==> src/rtl/bspc_pkg.sv <==
// shared types and constants for the bounded stack with palindrome check
`timescale 1ns / 1ps
`default_nettype none
package bspc_pkg;

  localparam int OP_W        = 2;
  localparam int WORD_W      = 32;
  localparam int STATUS_W    = 2;
  localparam int IN_TDATA_W  = 40;
  localparam int OUT_TDATA_W = 40;
  localparam int OUT_PAD_W   = OUT_TDATA_W - (STATUS_W + WORD_W + 1);

  typedef enum logic [OP_W-1:0] {
    OP_PUSH = 2'd0,
    OP_POP  = 2'd1,
    OP_PAL  = 2'd2,
    OP_SHOW = 2'd3
  } op_t;

  typedef enum logic [STATUS_W-1:0] {
    ST_OK    = 2'd0,
    ST_OVER  = 2'd1,
    ST_EMPTY = 2'd2
  } status_t;

  // controller to datapath
  typedef struct packed {
    logic load;         // latch the incoming beat, set up read pointers
    logic emit_simple;  // push, pop or empty answer
    logic emit_pal;     // palindrome verdict
    logic emit_show;    // one displayed element
    logic step_pal;     // move both pointers inward
    logic step_show;    // move top pointer down
  } cmd_t;

  // datapath to controller
  typedef struct packed {
    op_t  op;
    logic empty;
    logic out_free;
    logic pal_done;
    logic show_last;
  } sts_t;

endpackage
`default_nettype wire

==> src/rtl/bounded_stack_with_palindrome_check.sv <==
// top level of the bounded stack with palindrome check
//
//  channel | dir | tdata fields, lowest bit up                 | tlast
//  s_*     | in  | operation[1:0], push_value[33:2], zero pad   | -
//  m_*     | out | status[1:0], data_out[33:2], is_palindrome[34], zero pad | last
//
// push, pop and any empty answer go through accept, ram read and execute before the
// next accept; the registered read of the entry ram is what needs the ram read state.
// palindrome check: a ram read and a compare for each pair of entries, until a
// mismatch or the pointers meet; display of the entries: one ram read and one beat
// per entry.
// reset clears the fill count, the state machine and the output valid; the
// entry ram is not cleared, only entries below the fill count are ever read.
// a stalled output holds its beat; the block keeps working until the next
// beat must be loaded, and takes a new input beat while a result still waits.
`timescale 1ns / 1ps
`default_nettype none
module bounded_stack_with_palindrome_check
  import bspc_pkg::*;
#(
  parameter int DEPTH = 8
) (
  input  wire logic                   clk,
  input  wire logic                   rst,
  // input beats
  input  wire logic                   s_tvalid,
  output logic                        s_tready,
  input  wire logic [IN_TDATA_W-1:0]  s_tdata,   // operation, push_value, pad
  // result beats
  output logic                        m_tvalid,
  input  wire logic                   m_tready,
  output logic [OUT_TDATA_W-1:0]      m_tdata,   // status, data_out, is_palindrome, pad
  output logic                        m_tlast
);

  cmd_t cmd;
  sts_t sts;

  // unpack the input beat
  op_t                      in_op;
  logic signed [WORD_W-1:0] in_val;

  assign in_op  = op_t'(s_tdata[OP_W-1:0]);
  assign in_val = s_tdata[OP_W +: WORD_W];

  bspc_ctrl u_ctrl (
    .clk      (clk),
    .rst      (rst),
    .in_valid (s_tvalid),
    .in_ready (s_tready),
    .sts      (sts),
    .cmd      (cmd)
  );

  bspc_dp #(
    .DEPTH (DEPTH)
  ) u_dp (
    .clk       (clk),
    .rst       (rst),
    .in_op     (in_op),
    .in_val    (in_val),
    .cmd       (cmd),
    .sts       (sts),
    .out_valid (m_tvalid),
    .out_ready (m_tready),
    .out_data  (m_tdata),
    .out_last  (m_tlast)
  );

endmodule
`default_nettype wire

==> src/rtl/bspc_ram.sv <==
// generic ram, one write port, two registered read ports
`timescale 1ns / 1ps
`default_nettype none
module bspc_ram #(
  parameter  int WIDTH = 32,
  parameter  int DEPTH = 8,
  localparam int AW    = (DEPTH > 1) ? $clog2(DEPTH) : 1
) (
  input  wire logic                 clk,
  input  wire logic                 we,
  input  wire logic [AW-1:0]        waddr,
  input  wire logic [WIDTH-1:0]     wdata,
  input  wire logic [AW-1:0]        raddr_a,
  input  wire logic [AW-1:0]        raddr_b,
  output logic      [WIDTH-1:0]     rdata_a,
  output logic      [WIDTH-1:0]     rdata_b
);

  logic [WIDTH-1:0] mem [DEPTH];

  always_ff @(posedge clk) begin
    if (we) begin
      mem[waddr] <= wdata;
    end
    rdata_a <= mem[raddr_a];
    rdata_b <= mem[raddr_b];
  end

endmodule
`default_nettype wire

==> src/rtl/bspc_ctrl.sv <==
// sequencing state machine for the stack
`timescale 1ns / 1ps
`default_nettype none
module bspc_ctrl
  import bspc_pkg::*;
(
  input  wire logic clk,
  input  wire logic rst,
  input  wire logic in_valid,
  output logic      in_ready,
  input  wire sts_t sts,
  output cmd_t      cmd
);

  typedef enum logic [4:0] {
    S_IDLE = 5'b00001,
    S_READ = 5'b00010,
    S_EXEC = 5'b00100,
    S_PCMP = 5'b01000,
    S_SHOW = 5'b10000
  } state_t;

  state_t state, state_next;

  always_ff @(posedge clk) begin
    if (rst) begin
      state <= S_IDLE;
    end else begin
      state <= state_next;
    end
  end

  assign in_ready = (state == S_IDLE);

  always_comb begin
    state_next = state;
    cmd        = '0;
    unique case (state)
      S_IDLE: begin
        if (in_valid) begin
          cmd.load   = 1'b1;
          state_next = S_READ;
        end
      end
      // ram data for the pointers shows up after this cycle
      S_READ: begin
        if (sts.empty || sts.op == OP_PUSH || sts.op == OP_POP) begin
          state_next = S_EXEC;
        end else if (sts.op == OP_PAL) begin
          state_next = S_PCMP;
        end else begin
          state_next = S_SHOW;
        end
      end
      S_EXEC: begin
        if (sts.out_free) begin
          cmd.emit_simple = 1'b1;
          state_next      = S_IDLE;
        end
      end
      S_PCMP: begin
        if (!sts.pal_done) begin
          cmd.step_pal = 1'b1;
          state_next   = S_READ;
        end else if (sts.out_free) begin
          cmd.emit_pal = 1'b1;
          state_next   = S_IDLE;
        end
      end
      S_SHOW: begin
        if (sts.out_free) begin
          cmd.emit_show = 1'b1;
          if (sts.show_last) begin
            state_next = S_IDLE;
          end else begin
            cmd.step_show = 1'b1;
            state_next    = S_READ;
          end
        end
      end
      default: begin
        state_next = S_IDLE;
      end
    endcase
  end

endmodule
`default_nettype wire

==> src/rtl/bspc_dp.sv <==
// stack datapath: fill count, pointers, entry ram and output register
`timescale 1ns / 1ps
`default_nettype none
module bspc_dp
  import bspc_pkg::*;
#(
  parameter int DEPTH = 8
) (
  input  wire logic                    clk,
  input  wire logic                    rst,
  input  wire op_t                     in_op,
  input  wire logic signed [WORD_W-1:0] in_val,
  input  wire cmd_t                    cmd,
  output sts_t                         sts,
  output logic                         out_valid,
  input  wire logic                    out_ready,
  output logic [OUT_TDATA_W-1:0]       out_data,
  output logic                         out_last
);
  localparam int AW = (DEPTH > 1) ? $clog2(DEPTH) : 1;
  localparam int CW = $clog2(DEPTH + 1);

  logic [CW-1:0]            count;
  logic [CW-1:0]            count_m1;
  op_t                      op_q;
  logic signed [WORD_W-1:0] val_q;
  logic [AW-1:0]            ptr_lo;
  logic [AW-1:0]            ptr_hi;
  logic [WORD_W-1:0]        rd_lo;
  logic [WORD_W-1:0]        rd_hi;
  logic                     full;
  logic                     empty;
  logic                     out_free;
  logic                     ram_we;

  status_t                  o_status;
  logic [WORD_W-1:0]        o_data;
  logic                     o_pal;

  assign full     = (count == CW'(DEPTH));
  assign empty    = (count == '0);
  assign count_m1 = count - CW'(1);
  assign out_free = !out_valid || out_ready;
  assign ram_we   = cmd.emit_simple && (op_q == OP_PUSH) && !full;

  assign sts.op        = op_q;
  assign sts.empty     = empty;
  assign sts.out_free  = out_free;
  assign sts.pal_done  = !(ptr_lo < ptr_hi) || (rd_lo != rd_hi);
  assign sts.show_last = (ptr_hi == '0);

  bspc_ram #(
    .WIDTH (WORD_W),
    .DEPTH (DEPTH)
  ) u_ram (
    .clk     (clk),
    .we      (ram_we),
    .waddr   (count[AW-1:0]),
    .wdata   (val_q),
    .raddr_a (ptr_lo),
    .raddr_b (ptr_hi),
    .rdata_a (rd_lo),
    .rdata_b (rd_hi)
  );

  // beat latch and pointers
  always_ff @(posedge clk) begin
    if (cmd.load) begin
      op_q   <= in_op;
      val_q  <= in_val;
      ptr_lo <= '0;
      ptr_hi <= count_m1[AW-1:0];
    end else begin
      if (cmd.step_pal) begin
        ptr_lo <= ptr_lo + AW'(1);
        ptr_hi <= ptr_hi - AW'(1);
      end
      if (cmd.step_show) begin
        ptr_hi <= ptr_hi - AW'(1);
      end
    end
  end

  always_ff @(posedge clk) begin
    if (rst) begin
      count <= '0;
    end else if (cmd.emit_simple) begin
      if (op_q == OP_PUSH && !full) begin
        count <= count + CW'(1);
      end else if (op_q == OP_POP && !empty) begin
        count <= count_m1;
      end
    end
  end

  // result fields
  always_comb begin
    o_status = ST_OK;
    o_data   = '0;
    o_pal    = 1'b0;
    if (cmd.emit_simple) begin
      case (op_q)
        OP_PUSH: o_status = full ? ST_OVER : ST_OK;
        OP_POP: begin
          if (empty) begin
            o_status = ST_EMPTY;
          end else begin
            o_data = rd_hi;
          end
        end
        default: o_status = ST_EMPTY;
      endcase
    end else if (cmd.emit_pal) begin
      o_pal = !(ptr_lo < ptr_hi);
    end else if (cmd.emit_show) begin
      o_data = rd_hi;
    end
  end

  always_ff @(posedge clk) begin
    if (rst) begin
      out_valid <= 1'b0;
    end else if (cmd.emit_simple || cmd.emit_pal || cmd.emit_show) begin
      out_valid <= 1'b1;
    end else if (out_ready) begin
      out_valid <= 1'b0;
    end
  end

  always_ff @(posedge clk) begin
    if (cmd.emit_simple || cmd.emit_pal || cmd.emit_show) begin
      out_data <= {{OUT_PAD_W{1'b0}}, o_pal, o_data, o_status};
      out_last <= cmd.emit_simple || cmd.emit_pal || sts.show_last;
    end
  end

endmodule
`default_nettype wire
==> config.mk <==
export PLATFORM = sky130hd
export DESIGN_NAME = bounded_stack_with_palindrome_check
export DESIGN_NICKNAME = d
export VERILOG_FILES = /design/src/rtl/bspc_pkg.sv /design/src/rtl/bounded_stack_with_palindrome_check.sv /design/src/rtl/bspc_ram.sv /design/src/rtl/bspc_ctrl.sv /design/src/rtl/bspc_dp.sv
export SDC_FILE = /design/constraint.sdc
export NUM_CORES = 1
export LEC_CHECK = 0
export ABC_AREA = 1
export CAP_MARGIN = 20
export CELL_PAD_IN_SITES_DETAIL_PLACEMENT = 0
export CELL_PAD_IN_SITES_GLOBAL_PLACEMENT = 1
export CORE_MARGIN = 2
export CORE_UTILIZATION = 51
export DETAILED_ROUTE_END_ITERATION = 16
export DONT_BUFFER_PORTS = 1
export HOLD_SLACK_MARGIN = 0.02
export PLACE_DENSITY_LB_ADDON = 0.2
export SYNTH_ARGS = -nofsm -noshare
export SYNTH_HDL_FRONTEND = slang
export SYNTH_SLANG_ARGS = --single-unit
==> constraint.sdc <==
create_clock -name clk -period 6 [get_ports clk]
set_clock_uncertainty 0.1 [all_clocks]
set_input_delay 1.8 -clock clk [delete_from_list [all_inputs] [get_ports clk]]
set_output_delay 1.8 -clock clk [all_outputs]
set_load 0.005 [all_outputs]
==> results by group, run 1 <==
Status
  • Status: finished clean

Setup path
  • RR Startpoint: u_dp.ptr_hi[1]
  • Worst R2R Setup Slack: 2.34 ns
  • WP data arrival: 3.82 ns
  • R2R depth: 9
  • Worst endpoint required time: 6.16 ns
  • Worst-path cell chain: inv_1 -> ha_1 -> a21oi_2 -> nor2_1 -> nor2_4 -> nand3_1 -> nand3_1 -> nand3_2 -> buf_4
  • Most common cell on crit path: nand3_1
  • CP Capture Point: u_dp.out_data[19]
  • Worst path depth: 9
  • Crit path largest cell delay: 0.93 ns
  • Critical path buffer and inverter count: 2
  • Worst-path fanout max: 22
  • CP max stage cell: edfxtp_1
  • Crit end category: register
  • CP top delay family: simple AND/OR/NAND/NOR gates
  • Critical path class: reg2reg
  • Crit Reg-Reg Endpoint: u_dp.out_data[19]
  • Startpoint Class: register
  • Crit. Startpoint: u_dp.ptr_hi[1]

Global route
  • Largest net degree at the start of global routing: 96
  • Vias in the first global route: 11300
  • Initial antenna violation count: 0
  • Gr usage total: 23.5%
  • Final global-route overflow total: 0
  • First-pass GRT wire length: 63700 µm

STA
  • Post-route minimum period: 3.66 ns
  • Peak Freq: 273 MHz
  • Tightest Pin Transition: 1.08 ns
  • Slew Limit Headroom: 28.3%
  • Fin. Hold Viols: 0
  • Final Setup Violations: 0
  • Final Cycle Share: 61.0%
  • Worst hold margin: 0.382 ns
  • RSZ-0062 raised after global routing: false
  • Fin. max-slew vios: 0
  • Setup TNS: 0 ns

Die
  • Die ar.: 35700 µm²
  • Floorplan die height: 189 µm
  • Starting density of the core: 51.9%
  • Die W: 189 µm
  • I/O pin count: 87
  • FP Rows: 67
  • Core ar.: 33600 µm²

Routing
  • Post-DR vias/cell: 5.64
  • Number of remaining DRC errors: 0
  • Antenna-violating nets left: 0
  • Initial DRC count: 919
  • Routed WL per cell: 20.0 µm
  • DRT Pass-1 Iters: 5
  • Via count: 11800
  • WL final: 41900 µm

Cells and area
  • Antenna cell count: 0
  • Fin area: 19200 µm²
  • Nets@finish: 1671
  • Finished Layout Cells: 2101
  • Layout cells sized above 1: 6.96%
  • Area grow syn2layout: 10.1%

Job
  • Max-cap violations: 0

Power
  • Power per cell area: 327 nW/µm²
  • Leak pwr: 6.85 nW
  • Peak VDD IR: 0.000201 V
  • Pwr Total: 6.28 mW

CTS
  • Worst skew pair latency: 0.55 ns
  • Cts repair resizes: 0
  • CTS tree: built
  • H-tree Lvls: 2
  • Total setup buffers inserted after CTS: 0
  • Clock sinks: 406
  • Clock transition at path regs: 0.06 ns
  • CTS Buf Count: 43
  • CTS root buf: clkbuf_16
  • Hold-fix buffers at CTS: 0
  • Clock buffer depth: 3

Yosys
  • Mapped Cells: 1652
  • Synthesized area: 17400 µm²
  • Syn avg cell area: 10.6 µm²
  • Synth unique cells: 37
  • Sequential share of the synthesized area: 65.5%
  • #FFs+latches synth: 406
  • Yosys warnings: 0

Placement
  • Inst Count DP: 2022
  • DP HPWL: 23400 µm
  • Post-Place Cell Area: 17800 µm²
  • Port buffer count: 0
  • Final Wtd Congestion: 0.757

Worst hold path
  • Tightest Hold Check Type: reg2reg
==> sequential cells by signal, indices dropped and copies added (netlist names) <==
name                count
u_ctrl.state            5
u_dp.count              4
u_dp.op_q               2
u_dp.out_data          35
u_dp.out_last           1
u_dp.out_valid          1
u_dp.ptr_hi             3
u_dp.ptr_lo             3
u_dp.u_ram.mem        256
u_dp.u_ram.rdata_a     32
u_dp.u_ram.rdata_b     32
u_dp.val_q             32
==> cells by family after synthesis <==
family / share of synthesized area (%)
compound gates: 16.9
xor+xnor: 1.21
fa+ha+maj: 0.502
buf+inv: 6.56
flops: 65.5
mux: 0.115
other cells: 0.0215
simple gates: 9.18
==> routing by layer <==
| layer | vias to the layer above | global-route usage, % | wire [µm] |
|---|---|---|---|
| met5 | - | 0 | 0 |
| met4 | 0 | 8.74 | 1270 |
| met3 | 94 | 4.28 | 2730 |
| met2 | 382 | 40.0 | 20300 |
| met1 | 5641 | 30.2 | 17600 |
| li1 | 5728 | - | - |
==> how the worst min path moves through the flow <==
stage                        from       endpoint  slack (ns)  cells after the start
CTS                 u_dp.count[3]  u_dp.count[3]        0.39                      1
global placement    u_dp.count[3]  u_dp.count[3]        0.37                      1
finish              u_dp.count[3]  u_dp.count[3]        0.38                      1
global route        u_dp.count[3]  u_dp.count[3]        0.42                      1
detailed placement  u_dp.count[3]  u_dp.count[3]        0.37                      1
floorplan           u_dp.count[3]  u_dp.count[3]        0.35                      1
==> cell type report <==
class,count,area (µm²)
inverter,179,677
tap,448,561
fill,2806,14400
timing repair buffer,24,200
sequential,406,11400
clock inverter,17,208
multi-input combinational,966,4950
clock buffer,61,1170
==> Yosys cell counts <==
| cell | count | area share (%) |
|---|---|---|
| nor4_1 | 1 | 0.036 |
| nor3_1 | 8 | 0.23 |
| o21ai_0 | 250 | 7.2 |
| a21oi_1 | 139 | 4.0 |
| a211oi_1 | 1 | 0.043 |
| inv_6 | 1 | 0.050 |
| xnor2_1 | 21 | 1.1 |
| inv_1 | 173 | 3.7 |
| nor2_2 | 4 | 0.14 |
| buf_6 | 1 | 0.065 |
| a21oi_2 | 2 | 0.10 |
| nand4_1 | 10 | 0.36 |
| and2_1 | 3 | 0.11 |
| xor2_1 | 3 | 0.15 |
| nand2_1 | 181 | 3.9 |
| nor3_2 | 1 | 0.057 |
| nand3_1 | 16 | 0.46 |
| clkbuf_1 | 59 | 1.3 |
| dfxtp_1 | 77 | 8.8 |
| nand2_2 | 3 | 0.11 |
| edfxtp_1 | 329 | 57 |
| o211ai_1 | 64 | 2.8 |
| ha_1 | 7 | 0.50 |
| nand3_2 | 2 | 0.11 |
| mux2i_1 | 2 | 0.11 |
| a31oi_2 | 2 | 0.14 |
| buf_2 | 28 | 0.80 |
| nor2_4 | 2 | 0.13 |
| clkinv_1 | 1 | 0.022 |
| a31oi_1 | 66 | 2.4 |
| buf_1 | 9 | 0.19 |
| inv_2 | 4 | 0.086 |
| nor3_4 | 1 | 0.093 |
| o21ai_1 | 12 | 0.34 |
| nor2_1 | 160 | 3.4 |
| buf_4 | 8 | 0.34 |
| conb_1 | 1 | 0.022 |
==> worst reg2reg max path, cell delays in order, from the launching register on <==
cell,delay [ns]
edfxtp_1,0.93
inv_1,0.14
ha_1,0.34
a21oi_2,0.13
nor2_1,0.07
nor2_4,0.14
nand3_1,0.25
nand3_1,0.25
nand3_2,0.53
buf_4,0.48
==> per-stage QoR <==
step                setup WS (ns)  utilization, %
CTS                          2.32            57.0
global route                 2.12            57.1
finish                       2.34            57.1
detailed placement           1.87            52.9
floorplan                   0.899               -
global placement             1.92            52.9
==> layout by cell type (no fill, tap or decap), types with 2 or more instances in the layout <==
| cell type | n |
|---|---|
| dfxtp_4 | 2 |
| clkinv_1 | 6 |
| nor2_1 | 158 |
| clkbuf_16 | 43 |
| o211ai_1 | 64 |
| clkbuf_8 | 3 |
| nand2_2 | 3 |
| inv_6 | 2 |
| xnor2_1 | 21 |
| nand3_2 | 3 |
| edfxtp_1 | 329 |
| conb_1 | 5 |
| xor2_1 | 3 |
| ha_1 | 7 |
| o21ai_0 | 250 |
| nand2_1 | 181 |
| and2_1 | 3 |
| mux2i_1 | 2 |
| nand3_1 | 15 |
| a21oi_1 | 139 |
| nor3_1 | 2 |
| clkbuf_1 | 15 |
| nor2_4 | 5 |
| a21oi_2 | 2 |
| dfxtp_1 | 75 |
| nand4_1 | 10 |
| inv_2 | 4 |
| o21ai_1 | 12 |
| bufinv_16 | 5 |
| a31oi_1 | 66 |
| clkinv_2 | 6 |
| inv_1 | 173 |
| nor3_2 | 7 |
| buf_4 | 23 |
| nor2_2 | 3 |
==> where the power goes <==
part | total [mW] | internal, mW | switching [mW] | leakage (nW)
Combinational | 0.453 | 0.132 | 0.321 | 2.54
Sequential | 3.21 | 3.13 | 0.0814 | 3.63
Clock | 2.62 | 1.57 | 1.04 | 0.676
Total | 6.28 | 4.84 | 1.45 | 6.85
Note: power is estimated with default switching activity, not from simulation.
==> run 2, diff against run 1 <==
==> constraint.sdc (replaced) <==
create_clock -name clk -period 3.6 [get_ports clk]
set_clock_uncertainty 0.1 [all_clocks]
set_input_delay 1.08 -clock clk [delete_from_list [all_inputs] [get_ports clk]]
set_output_delay 1.08 -clock clk [all_outputs]
set_load 0.005 [all_outputs]
==> run 2 against run 1 <==
First-iteration DRC count shrank 0.44%; power up 69%; hold slack gained 0.0015 ns; sequential power increased by 66%; non-clock buffer count grew 6; critical path depth unchanged.
==> results by group, run 2 (synthesis gave the netlist of run 1 again) <==
CTS
  • Clock transition at path regs: 0.06 ns (about the same)
  • CTS root buf: clkbuf_16
  • Worst skew pair latency: 0.55 ns (about the same)
  • Cts repair resizes: 0 (unchanged)
  • CTS Buf Count: 43 (unchanged)
  • Clock buffer depth: 3 (unchanged)
  • Clock sinks: 406 (unchanged)
  • H-tree Lvls: 2 (unchanged)
  • Hold-fix buffers at CTS: 0 (unchanged)
  • CTS tree: built
  • Total setup buffers inserted after CTS: 0 (unchanged)

Worst hold path
  • Tightest Hold Check Type: reg2reg

Cells and area
  • Layout cells sized above 1: 7.78% (+0.82 points)
  • Area grow syn2layout: 11.3%
  • Finished Layout Cells: 2107 (+0.29%)
  • Largest register by flop count: u_dp.u_ram.mem
  • Commonest non-fill, non-tap cell in the layout: edfxtp_1
  • Max FFs per register: 256 (unchanged)
  • Nets@finish: 1677 (+0.36%)
  • Antenna cell count: 0 (unchanged)
  • Fin area: 19400 µm² (+1.1%)
  • Most frequent cells in the layout: 329 x edfxtp_1, 250 x o21ai_0, 181 x nand2_1
  • Largest registers: u_dp.u_ram.mem (256), u_dp.out_data (35)
  • Final core utilization: 57.7% (+0.63 points)

Status
  • Status: finished clean

Placement
  • Place WS: 0.638 ns (-1.24 ns)
  • Inst Count DP: 2029 (+0.35%)
  • Post-Place Cell Area: 17900 µm² (+0.86%)
  • DP HPWL: 23400 µm (about the same)
  • Final Wtd Congestion: 0.811 (+7.2%)
  • Port buffer count: 0 (unchanged)

Global route
  • Final global-route overflow total: 0 (unchanged)
  • Gr usage total: 23.6% (+0.10 points)
  • Initial antenna violation count: 0 (unchanged)
  • Largest net degree at the start of global routing: 227 (+140%)
  • First-pass GRT wire length: 64400 µm (+1.2%)
  • Vias in the first global route: 11600 (+2.9%)

Routing
  • Post-DR vias/cell: 5.65 (+0.26%)
  • Antenna-violating nets left: 0 (unchanged)
  • Number of remaining DRC errors: 0 (unchanged)
  • WL final: 41800 µm (-0.36%)
  • Initial DRC count: 915 (-0.44%)
  • DRT Pass-1 Iters: 6 (+1)
  • Via count: 11900 (+0.55%)
  • Routed WL per cell: 19.8 µm (-0.65%)

STA
  • Final Cycle Share: 77.8% (+17 points)
  • Post-route setup slack: 0.800 ns (-1.54 ns)
  • Worst hold margin: 0.384 ns (+0.00146 ns)
  • Post-route minimum period: 2.80 ns (-0.861 ns)
  • Fin. Hold Viols: 0 (unchanged)
  • Tightest Pin Transition: 0.967 ns (-0.108 ns)
  • Final Setup Violations: 0 (unchanged)
  • Peak Freq: 357 MHz (+31%)
  • Slew Limit Headroom: 35.4% (+7.1 points)
  • Setup TNS: 0 ns (unchanged)
  • RSZ-0062 raised after global routing: false
  • Fin. max-slew vios: 0 (unchanged)

Die
  • Die ar.: 35700 µm² (unchanged)
  • Die W: 189 µm (unchanged)
  • Starting density of the core: 51.9% (unchanged)
  • I/O pin count: 87 (unchanged)
  • Floorplan die height: 189 µm (unchanged)
  • FP Rows: 67 (unchanged)
  • Core ar.: 33600 µm² (unchanged)

Power
  • Power per cell area: 547 nW/µm² (+67%)
  • Peak VDD IR: 0.000374 V (+86%)
  • Leak pwr: 6.94 nW (+1.4%)
  • Pwr Total: 10.6 mW (+69%)

Setup path
  • Worst R2R Setup Slack: 0.80 ns (-1.54 ns)
  • Crit end category: register
  • WP data arrival: 2.99 ns (-0.83 ns)
  • CP max stage cell: nand3_2
  • Worst-path cell chain: xnor2_1 -> nand2_1 -> nor2_1 -> nand2_1 -> nor2_1 -> nand3_1 -> nand3_1 -> nand3_2 -> buf_12
  • Startpoint Class: register
  • Critical path class: reg2reg
  • CP top delay family: simple AND/OR/NAND/NOR gates
  • Worst endpoint required time: 3.79 ns (-2.37 ns)
  • Critical path buffer and inverter count: 1 (-1)
  • Worst-path fanout max: 23 (+4.5%)
  • Crit path largest cell delay: 0.45 ns (-0.48 ns)

Job
  • Max-cap violations: 0 (unchanged)
[run 2: changes by cell type in the layout (fill, tap and decap cells not counted), moves of 3 or more]
cell,delta
buf_12,+8
clkbuf_1,-8
clkbuf_16,+4
clkinv_2,+3
[run 2: power by group]
part | internal [mW] | total, mW | switching, mW
Combinational | 0.229 | 0.785 | 0.556
Clock | 2.74 | 4.49 | 1.76
Sequential | 5.22 | 5.33 | 0.113
[run 2: path summary, 6_finish.rpt]
kind,depth (start not counted),start,to
worst max-delay path,9,u_dp.u_ram.rdata_b[15],u_dp.out_data[13]
worst min-delay path,1,u_dp.count[3],u_dp.count[3]
worst max register to register,9,u_dp.u_ram.rdata_b[15],u_dp.out_data[13]
worst min register to register,1,u_dp.count[3],u_dp.count[3]
[run 2: layer usage]
layer  part of all wire [%]  GRT usage (%)  vias up
met2                     49           40.9      343
met5                      0              0        -
met1                     43           30.6     5759
met4                    2.5           7.09        0
met3                    5.8           3.97       74
li1                       -              -     5734
[run 2: area by class of cell]
class / count / area, µm²
clock buffer: 58 / 1260
clock inverter: 20 / 209
fill: 2759 / 14200
inverter: 179 / 677
multi-input combinational: 966 / 4950
sequential: 406 / 11400
tap: 448 / 561
timing repair buffer: 30 / 325
==> run 3, diff against run 2 <==
--- a/config.mk
+++ b/config.mk
@@ -10,7 +10,7 @@
 export CELL_PAD_IN_SITES_DETAIL_PLACEMENT = 0
 export CELL_PAD_IN_SITES_GLOBAL_PLACEMENT = 1
 export CORE_MARGIN = 2
-export CORE_UTILIZATION = 51
+export CORE_UTILIZATION = 46
 export DETAILED_ROUTE_END_ITERATION = 16
 export DONT_BUFFER_PORTS = 1
 export HOLD_SLACK_MARGIN = 0.02
==> constraint.sdc (replaced) <==
create_clock -name clk -period 2.43 [get_ports clk]
set_clock_uncertainty 0.1 [all_clocks]
set_input_delay 0.729 -clock clk [delete_from_list [all_inputs] [get_ports clk]]
set_output_delay 0.729 -clock clk [all_outputs]
set_load 0.005 [all_outputs]
==> run 3 against run 2 <==
Hold slack worse by 0.26 ns; utilization down 4.9 points; flip-flop and latch count unchanged; non-clock buffer count up 17; global-route usage down 1.2 points; clock-buffer cell count up 5; first-iteration DRC count down 11%; clock power up 43%; wire length up 3.6%; sequential power up 48%; largest cell class unchanged; largest power group unchanged.
==> results by group, run 3 (synthesis gave the netlist of run 1 again) <==
Cells and area
  • Finished Layout Cells: 2192 (+4.0%)
  • Area of the multi-input gates: 5030 µm² (+1.7%)
  • Commonest non-fill, non-tap cell in the layout: edfxtp_1
  • Fin area: 19800 µm² (+2.0%)
  • Most frequent cells in the layout: 329 x edfxtp_1, 250 x o21ai_0, 179 x nand2_1
  • Largest register by flop count: u_dp.u_ram.mem
  • Layout filler cell count: 3239 (+17%)
  • Antenna cell count: 0 (unchanged)
  • Area grow syn2layout: 13.5%
  • Register Area: 11400 µm² (about the same)
  • Layout cells sized above 1: 8.80% (+1.0 points)
  • Max FFs per register: 256 (unchanged)
  • Nets@finish: 1696 (+1.1%)
  • Largest registers: u_dp.u_ram.mem (256), u_dp.out_data (35)
  • Final core utilization: 52.8% (-4.9 points)

STA
  • Final Cycle Share: 94.0% (+16 points)
  • Final Setup Violations: 0 (unchanged)
  • Worst hold margin: 0.126 ns (-0.257 ns)
  • Tightest Pin Transition: 0.812 ns (-0.154 ns)
  • RSZ-0062 raised after global routing: false
  • Fin. max-slew vios: 0 (unchanged)
  • Peak Freq: 438 MHz (+23%)
  • Fin. Hold Viols: 0 (unchanged)
  • Setup TNS: 0 ns (unchanged)
  • Post-route setup slack: 0.145 ns (-0.655 ns)
  • Post-route minimum period: 2.28 ns (-0.515 ns)
  • Slew Limit Headroom: 45.8% (+10 points)

Routing
  • WL final: 43300 µm (+3.6%)
  • Via count: 11900 (-0.017%)
  • Number of remaining DRC errors: 0 (unchanged)
  • Initial DRC count: 816 (-11%)
  • DRT Pass-1 Iters: 5 (-1)
  • Antenna-violating nets left: 0 (unchanged)
  • Post-DR vias/cell: 5.43 (-3.9%)
  • Routed WL per cell: 19.8 µm (-0.41%)

Setup path
  • Worst endpoint required time: 2.56 ns (-1.23 ns)
  • Crit end category: register
  • Startpoint Class: register
  • WP data arrival: 2.42 ns (-0.57 ns)
  • Worst-path fanout max: 32 (+39%)
  • Critical path class: reg2reg

Global route
  • GR Layer Usage met1: 29.5% (-1.1 points)
  • First-pass GRT wire length: 66100 µm (+2.6%)
  • GR peak layer: met2
  • Final global-route overflow total: 0 (unchanged)
  • Vias in the first global route: 11400 (-1.5%)
  • Largest net degree at the start of global routing: 176 (-22%)
  • Gr usage total: 22.5% (-1.2 points)
  • Met2 GRT Util: 37.5% (-3.4 points)
  • Initial antenna violation count: 0 (unchanged)
  • Met3 Use GR: 4.24% (+0.27 points)

CTS
  • CTS tree: built
  • CTS Buf Count: 45 (+4.7%)
  • Worst skew pair latency: 0.56 ns (about the same)
  • Clock transition at path regs: 0.06 ns (about the same)
  • Cts repair resizes: 0 (unchanged)
  • Clock sinks: 406 (unchanged)
  • Total setup buffers inserted after CTS: 0 (unchanged)
  • H-tree Lvls: 2 (unchanged)
  • CTS root buf: clkbuf_16
  • Clock buffer depth: 3 (unchanged)
  • Hold-fix buffers at CTS: 0 (unchanged)

Die
  • Die ar.: 39500 µm² (+11%)
  • Starting density of the core: 46.5% (-5.4 points)
  • I/O pin count: 87 (unchanged)
  • Core ar.: 37500 µm² (+12%)
  • Floorplan die height: 199 µm (+5.2%)
  • Die W: 199 µm (+5.2%)
  • FP Rows: 71 (+6.0%)

Placement
  • Final Wtd Congestion: 0.772 (-4.9%)
  • Post-Place Cell Area: 18400 µm² (+2.5%)
  • DP HPWL: 24400 µm (+4.1%)
  • Inst Count DP: 2109 (+3.9%)
  • Place WS: 0.156 ns (-0.482 ns)
  • Port buffer count: 0 (unchanged)

Power
  • Switch share: 23.5% (+0.66 points)
  • Flop pwr share: 51.0% (+0.7 points)
  • Power per cell area: 784 nW/µm² (+43%)
  • Comb pwr share: 7.7% (+0.3 points)
  • Peak VDD IR: 0.000516 V (+38%)
  • Pwr Total: 15.5 mW (+46%)
  • Leak pwr: 7.09 nW (+2.0%)
  • P_sw: 3.65 mW (+50%)
  • Clk network pwr share: 41.3% (-1.0 points)
  • Power Internal: 11.9 mW (+45%)

Job
  • Max-cap violations: 0 (unchanged)

Status
  • Status: finished clean

Worst hold path
  • Tightest Hold Check Type: in2reg
==> run 3: cell count changes in the layout (fill, tap and decap cells not counted), sizes merged <==
| cell | previous run | this run |
|---|---|---|
| buf | 30 | 47 |
| bufinv | 4 | 2 |
| clkbuf | 58 | 63 |
| clkinv | 16 | 17 |
| clkinvlp | 0 | 1 |
==> run 3: power by group through the flow <==
| stage | combinational (mW) | sequential (mW) | clock (mW) |
|---|---|---|---|
| after floorplan | 0.798 | 8.00 | 0 |
| after global placement | 1.20 | 8.04 | 0 |
| after detailed placement | 1.20 | 8.05 | 0 |
| after CTS | 1.21 | 7.91 | 6.57 |
| after global routing | 1.33 | 7.93 | 6.83 |
| final | 1.20 | 7.91 | 6.41 |
==> run 3: final timing paths <==
check | start | end | slack [ns] | cells after the start
max | u_ctrl.state[0] | u_dp.u_ram.mem[4][9] | 0.15 | 8
min | rst | u_ctrl.state[1] | 0.13 | 1
max reg2reg | u_ctrl.state[0] | u_dp.u_ram.mem[4][9] | 0.15 | 8
min reg2reg | u_dp.count[3] | u_dp.count[3] | 0.39 | 1
==> run 3: area by class of cell <==
type | instances | area share [%]
sequential | 406 | 57.7
multi-input combinational | 966 | 25.4
clock buffer | 63 | 6.24
inverter | 179 | 3.43
tap | 511 | 3.23
timing repair buffer | 47 | 3.11
clock inverter | 20 | 0.809
==> run 3: routing by layer <==
layer	up-vias	share of wire (%)
met4	0	2.5
met1	5678	43
met3	71	6.4
li1	5784	-
met2	375	48
met5	-	0
==> run 3: worst max-delay path, cell delays in order (launching register included) <==
cell,delay [ns]
dfxtp_1,0.32
nor2_1,0.17
nand4_1,0.22
nor2_4,0.25
inv_4,0.05
nor2_4,0.17
nand2_4,0.12
nor3_4,0.23
buf_12,0.29
